==> src/rtl/rs485fc_pkg.sv <==
`default_nettype none
// ----------------------------------------------------------------------------
// rs485fc_pkg
// Shared types, constants and the byte-wide CRC-16 step of the RS485 response
// frame checker.
// ----------------------------------------------------------------------------
package rs485fc_pkg;

    localparam int BUFFER_BYTES   = 16;
    localparam int CNT_W          = $clog2(BUFFER_BYTES + 1);
    localparam int FRAME_OVERHEAD = 9;
    localparam int DATA_START     = 6;
    localparam int IN_TDATA_W     = 32;
    localparam int OUT_TDATA_W    = 40;

    localparam logic [7:0]  FRAME_STX      = 8'h02;
    localparam logic [7:0]  FRAME_ETX      = 8'h03;
    localparam logic [15:0] CRC_POLY       = 16'hA001;
    localparam logic [7:0]  GATEWAY_RESET  = 8'h06;
    localparam logic [7:0]  DEVICE_RESET   = 8'h01;
    localparam logic [2:0]  DATA_LEN_RESET = 3'd2;

    typedef enum logic [1:0] {
        FUNC_BYTE   = 2'd0,
        FUNC_ARM    = 2'd1,
        FUNC_DISARM = 2'd2
    } func_t;

    typedef enum logic {
        CFG_GATEWAY = 1'b0,
        CFG_DEVICE  = 1'b1
    } cfg_index_t;

    typedef enum logic {
        ST_DISARMED = 1'b0,
        ST_ARMED    = 1'b1
    } state_t;

    typedef struct packed {
        logic load_expect;
        logic store_byte;
        logic emit;
    } dp_cmd_t;

    typedef struct packed {
        logic count_zero;
        logic buf_full;
        logic frame_last;
        logic rx_zero;
    } dp_status_t;

    function automatic logic [15:0] crc16_byte(input logic [15:0] crc_in,
                                               input logic [7:0]  data);
        logic [15:0] c;
        c = crc_in ^ {8'h00, data};
        for (int b = 0; b < 8; b++)
        begin
            c = c[0] ? ((c >> 1) ^ CRC_POLY) : (c >> 1);
        end
        return c;
    endfunction

endpackage
`default_nettype wire

==> src/rtl/rs485fc_ctrl.sv <==
`default_nettype none
// ----------------------------------------------------------------------------
// rs485fc_ctrl
// Arm state machine and output handshake: decodes each accepted word and
// issues load, store and emit commands to the datapath.
// ----------------------------------------------------------------------------
module rs485fc_ctrl (
    input  wire logic                   clk,
    input  wire logic                   rst_n,
    input  wire logic                   in_fire,
    input  wire logic [1:0]             in_func,
    input  wire logic                   m_tready,
    input  wire rs485fc_pkg::dp_status_t status,
    output rs485fc_pkg::dp_cmd_t        cmd,
    output logic                        s_tready,
    output logic                        m_tvalid
);

    rs485fc_pkg::state_t state_reg, state_next;
    logic                out_valid_reg, out_valid_next;
    logic                store_ok;

    always_ff @(posedge clk or negedge rst_n)
    begin
        if (!rst_n)
        begin
            state_reg     <= rs485fc_pkg::ST_DISARMED;
            out_valid_reg <= 1'b0;
        end
        else
        begin
            state_reg     <= state_next;
            out_valid_reg <= out_valid_next;
        end
    end

    always_comb
    begin
        state_next      = state_reg;
        cmd             = '0;
        store_ok        = !(status.rx_zero && status.count_zero) && !status.buf_full;
        if (in_fire)
        begin
            case (rs485fc_pkg::func_t'(in_func))
                rs485fc_pkg::FUNC_ARM:
                begin
                    cmd.load_expect = 1'b1;
                    state_next      = rs485fc_pkg::ST_ARMED;
                end
                rs485fc_pkg::FUNC_DISARM:
                begin
                    state_next = rs485fc_pkg::ST_DISARMED;
                end
                rs485fc_pkg::FUNC_BYTE:
                begin
                    if (state_reg == rs485fc_pkg::ST_ARMED && store_ok)
                    begin
                        cmd.store_byte = 1'b1;
                        cmd.emit       = status.frame_last;
                    end
                end
                default:
                begin
                    state_next = state_reg;
                end
            endcase
        end
        out_valid_next = cmd.emit || (out_valid_reg && !m_tready);
    end

    assign s_tready = !out_valid_reg || m_tready;
    assign m_tvalid = out_valid_reg;

endmodule
`default_nettype wire

==> src/rtl/rs485fc_dp.sv <==
`default_nettype none
// ----------------------------------------------------------------------------
// rs485fc_dp
// Frame datapath: byte counter, expectation and config registers, running
// CRC, captured header fields, data value and the result word register.
// ----------------------------------------------------------------------------
module rs485fc_dp (
    input  wire logic                                  clk,
    input  wire logic                                  rst_n,
    input  wire logic [rs485fc_pkg::IN_TDATA_W-1:0]    in_data,
    input  wire logic                                  cfg_write,
    input  wire logic                                  cfg_index,
    input  wire logic [7:0]                            cfg_data,
    input  wire rs485fc_pkg::dp_cmd_t                  cmd,
    output rs485fc_pkg::dp_status_t                    status,
    output logic [rs485fc_pkg::OUT_TDATA_W-1:0]        out_data
);

    localparam int CW = rs485fc_pkg::CNT_W;

    logic [7:0]    rx;
    logic [7:0]    in_group;
    logic [7:0]    in_item;
    logic [2:0]    in_len;

    logic [CW-1:0] count_reg, count_next;
    logic [2:0]    exp_len_reg;
    logic [7:0]    exp_group_reg, exp_item_reg;
    logic [7:0]    gateway_reg, device_reg;

    logic [15:0]   crc_reg, crc_next;
    logic [3:0]    hdr_ok_reg, hdr_ok_next;
    logic [7:0]    addr_reg, addr_next;
    logic [7:0]    id_reg, id_next;
    logic [7:0]    crc_lo_reg, crc_lo_next;
    logic [7:0]    crc_hi_reg, crc_hi_next;
    logic [31:0]   value_reg, value_next;

    logic          res_hdr_reg, res_crc_reg, res_vv_reg;
    logic [31:0]   res_value_reg;

    logic [CW-1:0] n_ext, crc_end, last_pos;
    logic          hdr_ok, crc_ok, len_ok, vv;

    assign rx       = in_data[7:0];
    assign in_group = in_data[15:8];
    assign in_item  = in_data[23:16];
    assign in_len   = in_data[26:24];

    assign n_ext    = {{(CW-3){1'b0}}, exp_len_reg};
    assign crc_end  = n_ext + CW'(rs485fc_pkg::DATA_START);
    assign last_pos = n_ext + CW'(rs485fc_pkg::FRAME_OVERHEAD - 1);

    assign status.count_zero = (count_reg == '0);
    assign status.buf_full   = (count_reg == CW'(rs485fc_pkg::BUFFER_BYTES));
    assign status.frame_last = (count_reg == last_pos);
    assign status.rx_zero    = (rx == 8'h00);

    // per-position capture of the incoming byte
    always_comb
    begin
        count_next  = count_reg;
        crc_next    = crc_reg;
        hdr_ok_next = hdr_ok_reg;
        addr_next   = addr_reg;
        id_next     = id_reg;
        crc_lo_next = crc_lo_reg;
        crc_hi_next = crc_hi_reg;
        value_next  = value_reg;
        if (cmd.load_expect)
        begin
            count_next = '0;
        end
        else if (cmd.store_byte)
        begin
            count_next = cmd.emit ? '0 : count_reg + CW'(1);
            if (count_reg == '0)
            begin
                hdr_ok_next[0] = (rx == rs485fc_pkg::FRAME_STX);
                crc_next       = '0;
                value_next     = '0;
            end
            if (count_reg == CW'(1))
            begin
                addr_next = rx;
            end
            if (count_reg == CW'(2))
            begin
                id_next = rx;
            end
            if (count_reg == CW'(3))
            begin
                hdr_ok_next[1] = (rx == ({5'b0, exp_len_reg} + 8'd2));
            end
            if (count_reg == CW'(4))
            begin
                hdr_ok_next[2] = (rx == exp_group_reg);
            end
            if (count_reg == CW'(5))
            begin
                hdr_ok_next[3] = (rx == exp_item_reg);
            end
            if (count_reg != '0 && count_reg < crc_end)
            begin
                crc_next = rs485fc_pkg::crc16_byte(crc_reg, rx);
            end
            if (count_reg >= CW'(rs485fc_pkg::DATA_START) && count_reg < crc_end)
            begin
                value_next = {value_reg[23:0], rx};
            end
            if (count_reg == crc_end)
            begin
                crc_lo_next = rx;
            end
            if (count_reg == crc_end + CW'(1))
            begin
                crc_hi_next = rx;
            end
        end
    end

    // closing byte is the etx, checked as it arrives
    assign len_ok = (exp_len_reg == 3'd1) || (exp_len_reg == 3'd2) || (exp_len_reg == 3'd4);
    assign hdr_ok = (&hdr_ok_reg) && (addr_reg == gateway_reg) && (id_reg == device_reg)
                    && (rx == rs485fc_pkg::FRAME_ETX);
    assign crc_ok = ({crc_hi_reg, crc_lo_reg} == crc_reg);
    assign vv     = crc_ok && len_ok;

    always_ff @(posedge clk or negedge rst_n)
    begin
        if (!rst_n)
        begin
            count_reg     <= '0;
            exp_len_reg   <= rs485fc_pkg::DATA_LEN_RESET;
            exp_group_reg <= '0;
            exp_item_reg  <= '0;
            gateway_reg   <= rs485fc_pkg::GATEWAY_RESET;
            device_reg    <= rs485fc_pkg::DEVICE_RESET;
        end
        else
        begin
            count_reg <= count_next;
            if (cmd.load_expect)
            begin
                exp_len_reg   <= in_len;
                exp_group_reg <= in_group;
                exp_item_reg  <= in_item;
            end
            if (cfg_write && cfg_index == rs485fc_pkg::CFG_GATEWAY)
            begin
                gateway_reg <= cfg_data;
            end
            if (cfg_write && cfg_index == rs485fc_pkg::CFG_DEVICE)
            begin
                device_reg <= cfg_data;
            end
        end
    end

    always_ff @(posedge clk)
    begin
        crc_reg    <= crc_next;
        hdr_ok_reg <= hdr_ok_next;
        addr_reg   <= addr_next;
        id_reg     <= id_next;
        crc_lo_reg <= crc_lo_next;
        crc_hi_reg <= crc_hi_next;
        value_reg  <= value_next;
        if (cmd.emit)
        begin
            res_hdr_reg   <= hdr_ok;
            res_crc_reg   <= crc_ok;
            res_vv_reg    <= vv;
            res_value_reg <= vv ? value_reg : 32'h0;
        end
    end

    assign out_data = {5'b0, res_value_reg, res_vv_reg, res_crc_reg, res_hdr_reg};

endmodule
`default_nettype wire

==> src/rtl/rs485_response_frame_checker_unit.sv <==
`default_nettype none
// ----------------------------------------------------------------------------
// rs485_response_frame_checker_unit
// Collects and checks reply frames of a polled RS485 instrument.
// ----------------------------------------------------------------------------
// Each accepted word is handled at once: the CRC-16 is folded in one byte per
// accepted word by a byte-wide CRC step, so the frame needs no buffer walk at
// its end. The result word is registered and shows on m_tvalid in the cycle
// after the closing ETX byte is accepted; s_tready is low only while a result
// is waiting and m_tready is low. gateway_address is config index 0 and
// device_id index 1.
module rs485_response_frame_checker_unit (
    input  wire logic        clk,
    input  wire logic        rst_n,
    input  wire logic        s_tvalid,
    output logic             s_tready,
    // rx_byte[7:0], cmd_group[15:8], cmd_item[23:16], resp_data_len[26:24]
    input  wire logic [31:0] s_tdata,
    // func[1:0]
    input  wire logic [1:0]  s_tuser,
    output logic             m_tvalid,
    input  wire logic        m_tready,
    // header_ok[0], crc_ok[1], value_valid[2], value[34:3]
    output logic [39:0]      m_tdata,
    input  wire logic        cfg_valid,
    output logic             cfg_ready,
    input  wire logic        cfg_index,
    input  wire logic [7:0]  cfg_data
);

    rs485fc_pkg::dp_cmd_t    cmd;
    rs485fc_pkg::dp_status_t status;
    logic                    in_fire;

    assign cfg_ready = 1'b1;
    assign in_fire   = s_tvalid && s_tready;

    rs485fc_ctrl u_ctrl (
        .clk      (clk),
        .rst_n    (rst_n),
        .in_fire  (in_fire),
        .in_func  (s_tuser),
        .m_tready (m_tready),
        .status   (status),
        .cmd      (cmd),
        .s_tready (s_tready),
        .m_tvalid (m_tvalid)
    );

    rs485fc_dp u_dp (
        .clk       (clk),
        .rst_n     (rst_n),
        .in_data   (s_tdata),
        .cfg_write (cfg_valid && cfg_ready),
        .cfg_index (cfg_index),
        .cfg_data  (cfg_data),
        .cmd       (cmd),
        .status    (status),
        .out_data  (m_tdata)
    );

    // a new result only follows an accepted word
    assert property (@(posedge clk) disable iff (!rst_n)
        $rose(m_tvalid) |-> $past(s_tvalid && s_tready))
        else $error("result without accepted word");

    assert property (@(posedge clk) disable iff (!rst_n)
        m_tvalid && !m_tdata[2] |-> m_tdata[34:3] == 32'h0)
        else $error("value not zero while invalid");

    assert property (@(posedge clk) disable iff (!rst_n)
        m_tvalid && m_tdata[2] |-> m_tdata[1])
        else $error("value valid without good crc");

    assert property (@(posedge clk) disable iff (!rst_n)
        !s_tready |-> m_tvalid && !m_tready)
        else $error("input stalled without pending result");

endmodule
`default_nettype wire

==> config.mk <==
export PLATFORM = sky130hd
export DESIGN_NAME = rs485_response_frame_checker_unit
export DESIGN_NICKNAME = d
export VERILOG_FILES = /design/src/rtl/rs485fc_pkg.sv /design/src/rtl/rs485fc_ctrl.sv /design/src/rtl/rs485fc_dp.sv /design/src/rtl/rs485_response_frame_checker_unit.sv
export SDC_FILE = /design/constraint.sdc
export NUM_CORES = 1
export LEC_CHECK = 0
export ABC_CLOCK_PERIOD_IN_PS = 4100
export BUFFER_PORTS_ARGS = -buffer_cell sky130_fd_sc_hd__buf_2
export CAP_MARGIN = 5
export CORE_UTILIZATION = 50
export CTS_CLUSTER_SIZE = 25
export DETAILED_ROUTE_END_ITERATION = 16
export HOLD_SLACK_MARGIN = 0.03
export PLACE_DENSITY = 0.77
export SLEW_MARGIN = 25
export SYNTH_ARGS = -nofsm -noshare
export SYNTH_HDL_FRONTEND = slang
export SYNTH_SLANG_ARGS = --single-unit
==> constraint.sdc <==
create_clock -name clk -period 4.1 [get_ports clk]
set_clock_uncertainty 0.1 [all_clocks]
set_input_delay 0.41 -clock clk [delete_from_list [all_inputs] [get_ports clk]]
set_output_delay 0.41 -clock clk [all_outputs]
set_load 0.01 [all_outputs]
After elaboration in Yosys (flattened, before gate mapping)

Cells that the tools add are included.

Register bits: 161
Input bits: 48
Output and inout port bits: 43

Add/sub/neg operators: 5
Magnitude comparators: 2
Equal/unequal tests: 22
Muxes and demuxes: 20
Bitwise operators: 11
Reduce and logical (&&, ||, !) cells: 41

Operator list:

| operator                                                                            | count |
|---|---|
| 16-bit 2-to-1 mux                                                                   | 10 |
| 32-bit 2-to-1 mux                                                                   | 2 |
| 8-bit == test                                                                       | 5 |
| 3-bit AND reduction                                                                 | 10 |
| 2-bit inverter with 3-bit output                                                    | 8 |
| 16-bit == test                                                                      | 1 |
| 8-bit by 2-bit == test with 1-bit output, second input constant                     | 2 |
| 16-bit by 8-bit bitwise XOR with 16-bit output                                      | 1 |
| 5-bit == test                                                                       | 3 |
| 5-bit 2-to-1 mux                                                                    | 3 |
| 1-bit logical AND                                                                   | 13 |
| 5-bit by 1-bit adder with 5-bit output, second input constant                       | 2 |
| 5-bit by 2-bit == test with 1-bit output, second input constant                     | 2 |
| 5-bit by 3-bit == test with 1-bit output, second input constant                     | 2 |
| 8-bit logical NOT                                                                   | 1 |
| 2-bit nonzero test                                                                  | 4 |
| 3-bit by 4-bit adder with 5-bit output, second input constant                       | 1 |
| 5-bit by 1-bit == test with 1-bit output, second input constant                     | 1 |
| 5-bit == test, second input constant                                                | 1 |
| 5-bit by 3-bit greater-or-equal comparator with 1-bit output, second input constant | 1 |
| 5-bit logical NOT                                                                   | 1 |
| 5-bit < comparator                                                                  | 1 |
| 5-bit nonzero test                                                                  | 1 |
| 3-bit by 2-bit adder with 4-bit output, second input constant                       | 1 |
| 16 further kinds                                                                    | 24 |

Logic depth before layout (Yosys ltp)

Gate-level depths: netlist of run 1.

Word-level depth: 18
Mapped depth: 9

Hierarchy

From an unflattened synthesis of run 1, not the netlist that was laid out.

Cells, all modules: 516
Area total of the unflattened synthesis: 7,285.7 µm²

Modules (own cells, without submodules):

| module                            | times used | cells each | area an instance (µm²) |
|---|---|---|---|
| rs485fc_dp                        | 1          | 496        | 7,111.8 |
| rs485fc_ctrl                      | 1          | 17         | 156.4 |
| rs485_response_frame_checker_unit | 1          | 3          | 17.5 |

Least setup slack after synthesis of run 1

No wires, ideal clock.

Path kind: register to register
From: register u_dp.exp_len_reg[1]
To: register u_dp.value_reg[0], enable pin
Data arrival time: 3,083 ps
Data required time: 3,578 ps
Setup slack: 496 ps
Stages on the path, launching flop included: 8
Buffers on the path: 0
Period minus slack after synthesis: 3,604 ps
Cell sequence: dfstp_2 -> inv_1 -> ha_1 -> ha_1 -> o21ai_0 -> o21bai_1 -> o21a_1 -> nor2_1

Word-level cells in the longest chain between the ends: 5

Ends and longest elaborated chain:

| element                                | line              | text |
|---|---|---|
| from (decl)                            | rs485fc_dp.sv:27  | `logic [2:0] exp_len_reg;` |
| from (signal assigned)                 | rs485fc_dp.sv:134 | `exp_len_reg <= rs485fc_pkg::DATA_LEN_RESET;` |
| from (signal assigned)                 | rs485fc_dp.sv:145 | `exp_len_reg <= in_len;` |
| 3-bit by 3-bit adder with 4-bit output | rs485fc_dp.sv:51  | `assign crc_end = n_ext + CW'(rs485fc_pkg::DATA_START);` |
| 5-bit < comparator                     | rs485fc_dp.sv:107 | `if (count_reg >= CW'(rs485fc_pkg::DATA_START) && count_reg < crc_end)` |
| 1-bit logical AND                      | rs485fc_dp.sv:107 |  |
| 2-bit nonzero test (no line)           | -                 |  |
| 3-bit AND reduction (no line)          | -                 |  |
| to (signal assigned)                   | rs485fc_dp.sv:168 | `value_reg <= value_next;` |
| to (decl)                              | rs485fc_dp.sv:37  | `logic [31:0] value_reg, value_next;` |

Every way passes these cells.
A chain may end at the register's enable or synchronous reset.

Worst setup path in the final report of run 1

From: register u_dp.exp_len_reg[1]
To: register u_dp.value_reg[2], enable pin

Same word-level chain as after synthesis.

==> results of run 1 <==
metrics by stage:
stage	hold WS (ps)	worst slack (ps)	instances
floorplan	14.4	496	512
global placement	367	1310	751
detailed placement	375	1240	751
CTS	47.6	1210	783
global route	88.7	1030	785
finish	98.6	1230	785
cell usage after synthesis (all sizes together) (3+ instances only):
cell    count  area share, %
mux2       35            5.4
nor3        6           0.42
nand4      16            1.4
nor2       26            1.3
nor2b       3           0.26
dfstp       4            1.5
dfrtp      38             13
and2       64            5.5
nor4        4           0.43
clkbuf     10           0.52
or4         4           0.42
nor4b       4           0.48
ha         18            3.1
xor2        6           0.73
o21ai       6           0.42
edfxtp    119             49
nand2      10           0.52
inv        14           0.73
buf        17            1.8
nand3       8           0.55
a21oi       4           0.28
xnor2      71            9.1
worst max path at each step:
stage	startpoint	to	slack [ps]
2_1_floorplan	u_dp.exp_len_reg[1]	u_dp.value_reg[0]	500
3_3_place_gp	u_dp.exp_len_reg[1]	u_dp.value_reg[4]	1310
3_5_place_dp	u_dp.exp_len_reg[1]	u_dp.value_reg[4]	1240
4_1_cts	u_dp.exp_len_reg[1]	u_dp.value_reg[1]	1210
5_1_grt	u_dp.exp_len_reg[1]	u_dp.value_reg[10]	1030
6_report	u_dp.exp_len_reg[1]	u_dp.value_reg[2]	1230
worst max-delay path: stages, from the launching register on:
cell and delay, ps:
dfstp_2 610, inv_1 120, ha_1 370, ha_1 310
o21ai_0 160, o21bai_1 150, o21a_1 230, nor2_4 80
buf_4 380
power by group through the flow:
stage | Combinational, mW | Sequential [mW] | Clock, mW
final | 0.422 | 1.91 | 1.54
after detailed placement | 0.418 | 1.94 | 0
after global placement | 0.399 | 1.93 | 0
after global routing | 0.470 | 1.92 | 1.63
after CTS | 0.423 | 1.91 | 1.57
after floorplan | 0.324 | 1.92 | 0
logic make-up (layout without fill, tap and decap cells):
family,count (synthesis),in the layout
AO/OA/AOI/OAI,20,20
AND/OR/NAND/NOR,152,152
XOR/XNOR,79,79
multiplexers,35,35
other,2,6
flip-flops,161,161
buffers and inverters,41,134
adder cells (fa/ha/maj),18,18
routing by layer:
layer  vias to the layer above  GRT usage, %  wire length [um]
met1                      2018          22.3              5440
met2                       137          29.8              6230
li1                       1935             -                 -
met4                         0          6.48               161
met5                         -             0                 0
met3                        17          5.58               649
layout make-up:
class	instances	area (sq um)	area share (%)
clock inverter	15	156	1.86
timing repair buffer	88	488	5.81
tap	180	225	2.68
inverter	14	52.6	0.625
multi-input combinational	310	2420	28.9
clock buffer	17	425	5.06
sequential	161	4630	55.1
==> impl_metrics.tcl, run 1 <==
set metrics [dict create \
    dpl.hpwl_um 8380 \
    yosysSeqAreaShare_pct 64.0 \
    cts_hold_buf 0 \
    outcome "finished clean" \
    synth_fa_ha_area_share_pct 3.11 \
    p_leak_nw 3.30 \
    synth_async_sr_flop_share_pct 26.1 \
    power_density_mw_per_mm2 460 \
    fillCellCount 1095 \
    synth_compound_area_share_pct 1.85 \
    start_kind "flip-flop" \
    synth_edf_count 119 \
    mostFrequentLayoutCell "edfxtp_1" \
    grt_antenna_before_repair 0 \
    vias 4107 \
    p_clk_share_pct 39.8 \
    hold_path.class "in -> reg" \
    finalSetupTns_ps 0 \
    drc 0 \
    path_max_fanout 32 \
    gp_congestion 0.857 \
    drt_iter0_drc 307 \
    antenna_left 0 \
    min_from "s_tdata[10]" \
    die_w_um 122 \
    crit_type "reg -> reg" \
    insertion_delay_ps 420 \
    syn-cell-area_sq_mm 0.00723 \
    p_total_mw 3.87 \
    synth.mux.area_fraction_pct 5.45 \
    tritoncts "built" \
    r2r-start "u_dp.exp_len_reg[1]" \
    ctsResizeCount 0 \
    mostFrequentLayoutCells "119 x edfxtp_1, 78 x buf_2, 68 x xnor2_1, 64 x and2_1, 38 x dfrtp_1" \
    cts_buffer_depth 2 \
    row_count 43 \
    utilization_pct 60.1 \
    wl_um 12500 \
    share_comb_of_total_power_pct 10.9 \
    synth_xor_area_share_pct 10.4 \
    relSlewSlack_pct 46.1 \
    p_sw_mw 0.920 \
    cp.required_ps 4070 \
    wl_per_cell_um 15.9 \
    syn_inst 508 \
    seqPwrFrac_pct 49.3 \
    die-area_sq_mm 0.0150 \
    post-route-cell-area_sq_mm 0.00840 \
    firstDrtPassIters 4 \
    holdPathStages 2 \
    htreeDepth 4 \
    core_area_sq_mm 0.0140 \
    synth-simple-area-share_pct 12.0 \
    slew_violations 0 \
    port_buffers 79 \
    drive_gt1_share_pct 22.5 \
    period_share_pct 70.0 \
    ioPinCount 91 \
    reg2reg_depth 8 \
    synth-seq-cells 161 \
    timing.fmax_mhz 349 \
    worst_slew_pin_slew_ps 805 \
    overflow 0 \
    nNetsFinal 658 \
    endpoint_kind "flip-flop" \
    worstReg2RegEnd "u_dp.value_reg[2]" \
    grt_max_degree 43 \
    start_util_pct 51.7 \
    ys_warn_count 0 \
    rsz0062_at_grt "false" \
    maxCapViolCount 0 \
    setup_violations 0 \
    clk_pin_slew_ps 60 \
    post_cts_buffers 0 \
    cts_buffers 17 \
    syn_area_per_cell_sq_um 14.2 \
    synth_top_family_by_area "simple AND/OR/NAND/NOR gates" \
    cp_data_arrival_time_ps 2840 \
    r2r_slack_ps 1230 \
    clock-root-buffer "clkbuf_16" \
    switching_share_pct 23.8 \
    cts_sinks 161 \
    synth-main-ff-cell "edfxtp_1" \
    hold_viol_final 0 \
    grt_pass1_wl_um 20200 \
    die_y_um 122 \
    p_int_mw 2.95 \
    holdPathEnd "u_dp.exp_group_reg[2]" \
    post_dp_cell_area_sq_mm 0.00777 \
    area_growth_pct 16.2 \
    n_antenna_cell 0 \
    track_usage_pct 18.0 \
    vias_per_cell 5.23 \
    ir_drop_v 0.000304 \
    first_global_vias 4154 \
    period_needed_ps 2870 \
    synth_cell_type_count 47 \
]
(Power assumes the default switching activity.)
==> inputs of run 2 (changes only) <==
Settings changed: ABC_CLOCK_PERIOD_IN_PS 4100 to 2900.
Clock period 4.1 ns to 2.9 ns, I/O delays scaled along.
==> run 2 against run 1 <==
Global-route usage is 1.7 points higher. Clock power up 34%. First-iteration DRC count decreased by 0.65%. Sequential share of layout area fell by 1.8 points. Flip-flop and latch count unchanged. Routed wire length up 7.9%. Sequential power increased by 41%. Total power increased by 40%. Critical path type unchanged. Largest cell class unchanged. Largest power group unchanged.
==> impl_metrics.tcl, run 2 (synthesis gave the netlist of run 1 again) <==
set metrics [dict create \
    outcome "finished clean" \
    relSlewSlack_pct 36.1 \
    drt_iter0_drc 305 \
    drive_gt1_share_pct 21.0 \
    row_count 43 \
    slew_violations 0 \
    crit_type "reg -> reg" \
    rsz0062_at_grt "false" \
    whs_ps 52.4 \
    clk_pin_slew_ps 60 \
    drc 0 \
    cts_buffer_depth 2 \
    port_buffers 79 \
    mostFrequentLayoutCell "edfxtp_1" \
    path_max_fanout 16 \
    maxCapViolCount 0 \
    power_density_mw_per_mm2 622 \
    cp-startpoint "u_dp.exp_len_reg[1]" \
    p_total_mw 5.40 \
    ctsResizeCount 0 \
    vias_per_cell 5.09 \
    cp_data_arrival_time_ps 2750 \
    timing.fmax_mhz 371 \
    start_util_pct 51.7 \
    p_leak_nw 3.43 \
    area_growth_pct 20.0 \
    htreeDepth 4 \
    grt_max_degree 43 \
    gp_congestion 0.804 \
    r2r_slack_ps 210 \
    dpl.hpwl_um 8970 \
    grt_pass1_wl_um 21700 \
    n_antenna_cell 0 \
    firstDrtPassIters 4 \
    start_kind "flip-flop" \
    grt_antenna_before_repair 0 \
    die-area_sq_mm 0.0150 \
    tritoncts "built" \
    finalSetupTns_ps 0 \
    post_cts_buffers 0 \
    nNetsFinal 692 \
    die_y_um 122 \
    mostFrequentLayoutCells "119 x edfxtp_1, 78 x buf_2, 68 x xnor2_1, 64 x and2_1, 38 x dfrtp_1" \
    endpoint_kind "flip-flop" \
    first_global_vias 4344 \
    die_w_um 122 \
    post_dp_cell_area_sq_mm 0.00786 \
    hold_path.class "in -> reg" \
    core_area_sq_mm 0.0140 \
    period_needed_ps 2690 \
    clock-root-buffer "clkbuf_16" \
    cts_hold_buf 28 \
    worst_slew_pin_slew_ps 948 \
    hold_viol_final 0 \
    ir_drop_v 0.000427 \
    holdPathEnd "u_dp.crc_hi_reg[1]" \
    antenna_left 0 \
    overflow 0 \
    layout.cells.non_filler 818 \
    track_usage_pct 19.7 \
    post-route-cell-area_sq_mm 0.00868 \
    cp.required_ps 2950 \
    worstReg2RegEnd "u_dp.crc_reg[7]" \
    cts_buffers 17 \
    min_from "s_tdata[1]" \
    cts_sinks 161 \
    reg2reg_depth 7 \
    wl_um 13500 \
    ioPinCount 91 \
    dpl.cell_count 759 \
    wl_per_cell_um 16.5 \
    holdPathStages 1 \
    period_share_pct 92.9 \
    insertion_delay_ps 420 \
    setup_violations 0 \
    vias 4167 \
    r2r-start "u_dp.exp_len_reg[1]" \
]
## run 2: power by group
group	internal (mW)	leakage (nW)	switching [mW]	total, mW
combinational	0.325	1.49	0.318	0.643
clock	1.24	0.256	0.819	2.06
sequential	2.60	1.68	0.0941	2.69
## run 2: per-layer routing
| layer | share of wire (%) | vias to the layer above | wire length (um) | global-route usage, % |
|---|---|---|---|---|
| li1 | - | 2010 | - | - |
| met1 | 43 | 2008 | 5760 | 23.2 |
| met2 | 50 | 116 | 6730 | 34.1 |
| met5 | 0 | - | 0 | 0 |
| met4 | 3.0 | 0 | 403 | 8.16 |
| met3 | 4.2 | 33 | 568 | 5.16 |
## run 2: worst max path at each step
stage               slack, ps                 to
floorplan                 150  u_dp.value_reg[0]
global placement          260    u_dp.crc_reg[6]
detailed placement        210   u_dp.crc_reg[15]
CTS                       210    u_dp.crc_reg[6]
global route               70    u_dp.crc_reg[4]
finish                    210    u_dp.crc_reg[7]
## run 2: metrics by stage
| stage | utilization, % | worst slack [ps] |
|---|---|---|
| global placement | 56.2 | 262 |
| global route | 62.1 | 72.2 |
| finish | 62.1 | 206 |
| floorplan | - | 148 |
| CTS | 62.0 | 207 |
| detailed placement | 56.2 | 212 |
## run 2: critical path, cell delays in order (launching register included)
cell and delay, ps:
dfstp_2 520, inv_1 80, ha_1 360, ha_1 320
o21ai_0 80, o21bai_1 310, or3b_1 530, nor2_1 110
## run 2: layout make-up
| class | count | area [sq um] |
|---|---|---|
| clock inverter | 9 | 91.3 |
| clock buffer | 22 | 444 |
| inverter | 14 | 52.6 |
| timing repair buffer | 122 | 816 |
| sequential | 161 | 4630 |
| fill | 1042 | 5310 |
| multi-input combinational | 310 | 2420 |
| tap | 180 | 225 |
==> inputs of run 3 (changes only) <==
Settings changed: ABC_AREA from default to 1.
==> run 3 against run 2 <==
Total power is 6.5% higher. Critical path depth up 2. Flip-flop and latch count stayed put. Sequential power is essentially flat. Setup slack improved by 11 ps. Critical path type unchanged. Critical endpoint is now u_dp.value_reg[24]. Largest power group unchanged. Highest routed layer unchanged.
==> impl_metrics.tcl, run 3 <==
set metrics [dict create \
    post-route-cell-area_sq_mm 0.00905 \
    firstDrtPassIters 5 \
    drive_gt1_share_pct 19.5 \
    hold_viol_final 0 \
    rsz0062_at_grt "false" \
    multi_input_area_sq_mm 0.00235 \
    htreeDepth 4 \
    n_antenna_cell 0 \
    yosysSeqAreaShare_pct 61.6 \
    period_needed_ps 2680 \
    syn_inst 723 \
    vias 5168 \
    dpl.cell_count 975 \
    die_y_um 125 \
    synth-main-ff-cell "edfxtp_1" \
    track_usage_pct 20.4 \
    layout.cells.non_filler 1035 \
    grt_antenna_before_repair 0 \
    slew_violations 0 \
    wl_um 14900 \
    fin_ws_ps 217 \
    utilization_pct 62.1 \
    start_kind "flip-flop" \
    clk_pin_slew_ps 60 \
    relSlewSlack_pct 64.8 \
    cp_data_arrival_time_ps 2720 \
    grt_pass1_wl_um 24600 \
    fillCellCount 1110 \
    ys_warn_count 0 \
    area_growth_pct 20.4 \
    cp.required_ps 2940 \
    path_max_fanout 16 \
    synth-seq-cells 161 \
    crit_type "reg -> reg" \
    cts_sinks 161 \
    mostFrequentLayoutCell "nand2_1" \
    first_global_vias 5033 \
    syn-cell-area_sq_mm 0.00752 \
    synthTopCellsByArea "edfxtp_1 48%, dfrtp_1 13%, nand2_1 8.5%, nor2_1 4.7%, inv_1 4.2%" \
    port_buffers 79 \
    synth_edf_count 119 \
    mostFrequentLayoutCells "169 x nand2_1, 119 x edfxtp_1, 94 x nor2_1, 85 x inv_1, 79 x buf_2" \
    wl_per_cell_um 14.4 \
    p_total_mw 5.75 \
    overflow 0 \
    synth.top_cell.area_share_pct 47.5 \
    endpoint_kind "flip-flop" \
    syn_area_per_cell_sq_um 10.4 \
    drc 0 \
    core_area_sq_mm 0.0146 \
    grt_max_degree 43 \
    holdPathEnd "u_dp.gateway_reg[5]" \
    tritoncts "built" \
    synth_cell_type_count 40 \
    timing.fmax_mhz 373 \
    p_leak_nw 3.92 \
    worstReg2RegEnd "u_dp.value_reg[24]" \
    drt_iter0_drc 403 \
    maxCapViolCount 0 \
    row_count 44 \
    r2r_slack_ps 220 \
    vias_per_cell 4.99 \
    worst_slew_pin_slew_ps 524 \
    synth_top_area_cell "edfxtp_1" \
    gp_congestion 0.909 \
    die_w_um 125 \
    ir_drop_v 0.000466 \
    dpl.hpwl_um 9560 \
    clock-root-buffer "clkbuf_16" \
    yosysMostFrequentCell "nand2_1" \
    finalSetupTns_ps 0 \
    power_density_mw_per_mm2 635 \
    post_dp_cell_area_sq_mm 0.00809 \
    r2r-start "u_dp.exp_len_reg[1]" \
    holdPathStages 3 \
    min_from "cfg_data[5]" \
    ioPinCount 91 \
    place_ws_ps 154 \
    synth_async_sr_flop_share_pct 26.1 \
    whs_ps 43.9 \
    nNetsFinal 904 \
    synth_commonest_cells "170 x nand2_1, 119 x edfxtp_1, 95 x nor2_1" \
    antenna_left 0 \
    outcome "finished clean" \
    period_share_pct 92.5 \
    hold_path.class "in -> reg" \
    reg2reg_depth 9 \
    setup_violations 0 \
    cts_buffers 17 \
    start_util_pct 51.5 \
    insertion_delay_ps 420 \
    die-area_sq_mm 0.0155 \
    seqCellArea_sq_mm 0.00463 \
    cts_buffer_depth 2 \
]
-- run 3: where the power goes --
group,internal (mW),switching (mW)
Combinational,0.274,0.372
Sequential,2.59,0.0885
Clock,1.53,0.889
Total,4.40,1.35
-- run 3: cells by family after synthesis --
kind of cell               share of synthesized area, %
DFF                                                61.6
AOI/OAI and AO/OA                                  3.76
adders and majority gates                          3.00
buffers and inverters                              7.77
xor gates and xnor gates                           5.81
and+or+nand+nor                                    18.0
other                                            0.0999
-- run 3: worst max-delay path by stage --
| stage | startpoint | endpoint | slack (ps) | cells past startpoint |
|---|---|---|---|---|
| after floorplan | u_dp.exp_len_reg[1] | u_dp.value_reg[0] | 110 | 8 |
| after global placement | u_dp.exp_len_reg[1] | u_dp.value_reg[28] | 220 | 9 |
| after detailed placement | u_dp.exp_len_reg[1] | u_dp.value_reg[20] | 150 | 9 |
| after CTS | u_dp.exp_len_reg[1] | u_dp.value_reg[9] | 90 | 9 |
| after global routing | u_dp.exp_len_reg[1] | u_dp.crc_reg[3] | 90 | 10 |
| final | u_dp.exp_len_reg[1] | u_dp.value_reg[24] | 220 | 9 |
-- run 3: worst max-delay path, stage by stage (launching register included) --
cell and delay (ps):
dfstp_2 600, inv_1 100, ha_4 260, ha_1 310, a21oi_1 150, nand2_1 100
a211oi_4 280, nand3_1 130, nand2_2 160, clkbuf_16 210
-- run 3: layout make-up --
class                      instances  share of cell area, %
sequential                       161                   51.1
multi-input combinational        443                   26.0
timing repair buffer             123                   9.43
clock buffer                      19                   4.78
inverter                          92                   3.87
tap                              184                   2.54
clock inverter                    13                   2.29
-- run 3: routing by layer --
| metal | routed length, um | up-vias | track usage (%) |
|---|---|---|---|
| met4 | 288 | 0 | 6.95 |
| met3 | 784 | 25 | 5.24 |
| met5 | 0 | - | 0 |
| li1 | - | 2550 | - |
| met2 | 7560 | 154 | 34.6 |
| met1 | 6240 | 2439 | 25.1 |
-- run 3: timing repair --
action                                  CTS  global route
endpoints found under the hold margin    63             0
setup buffers                             0             2
gates resized for setup                   0             2
hold buffers                             24             0
endpoints found under the setup margin    0            32
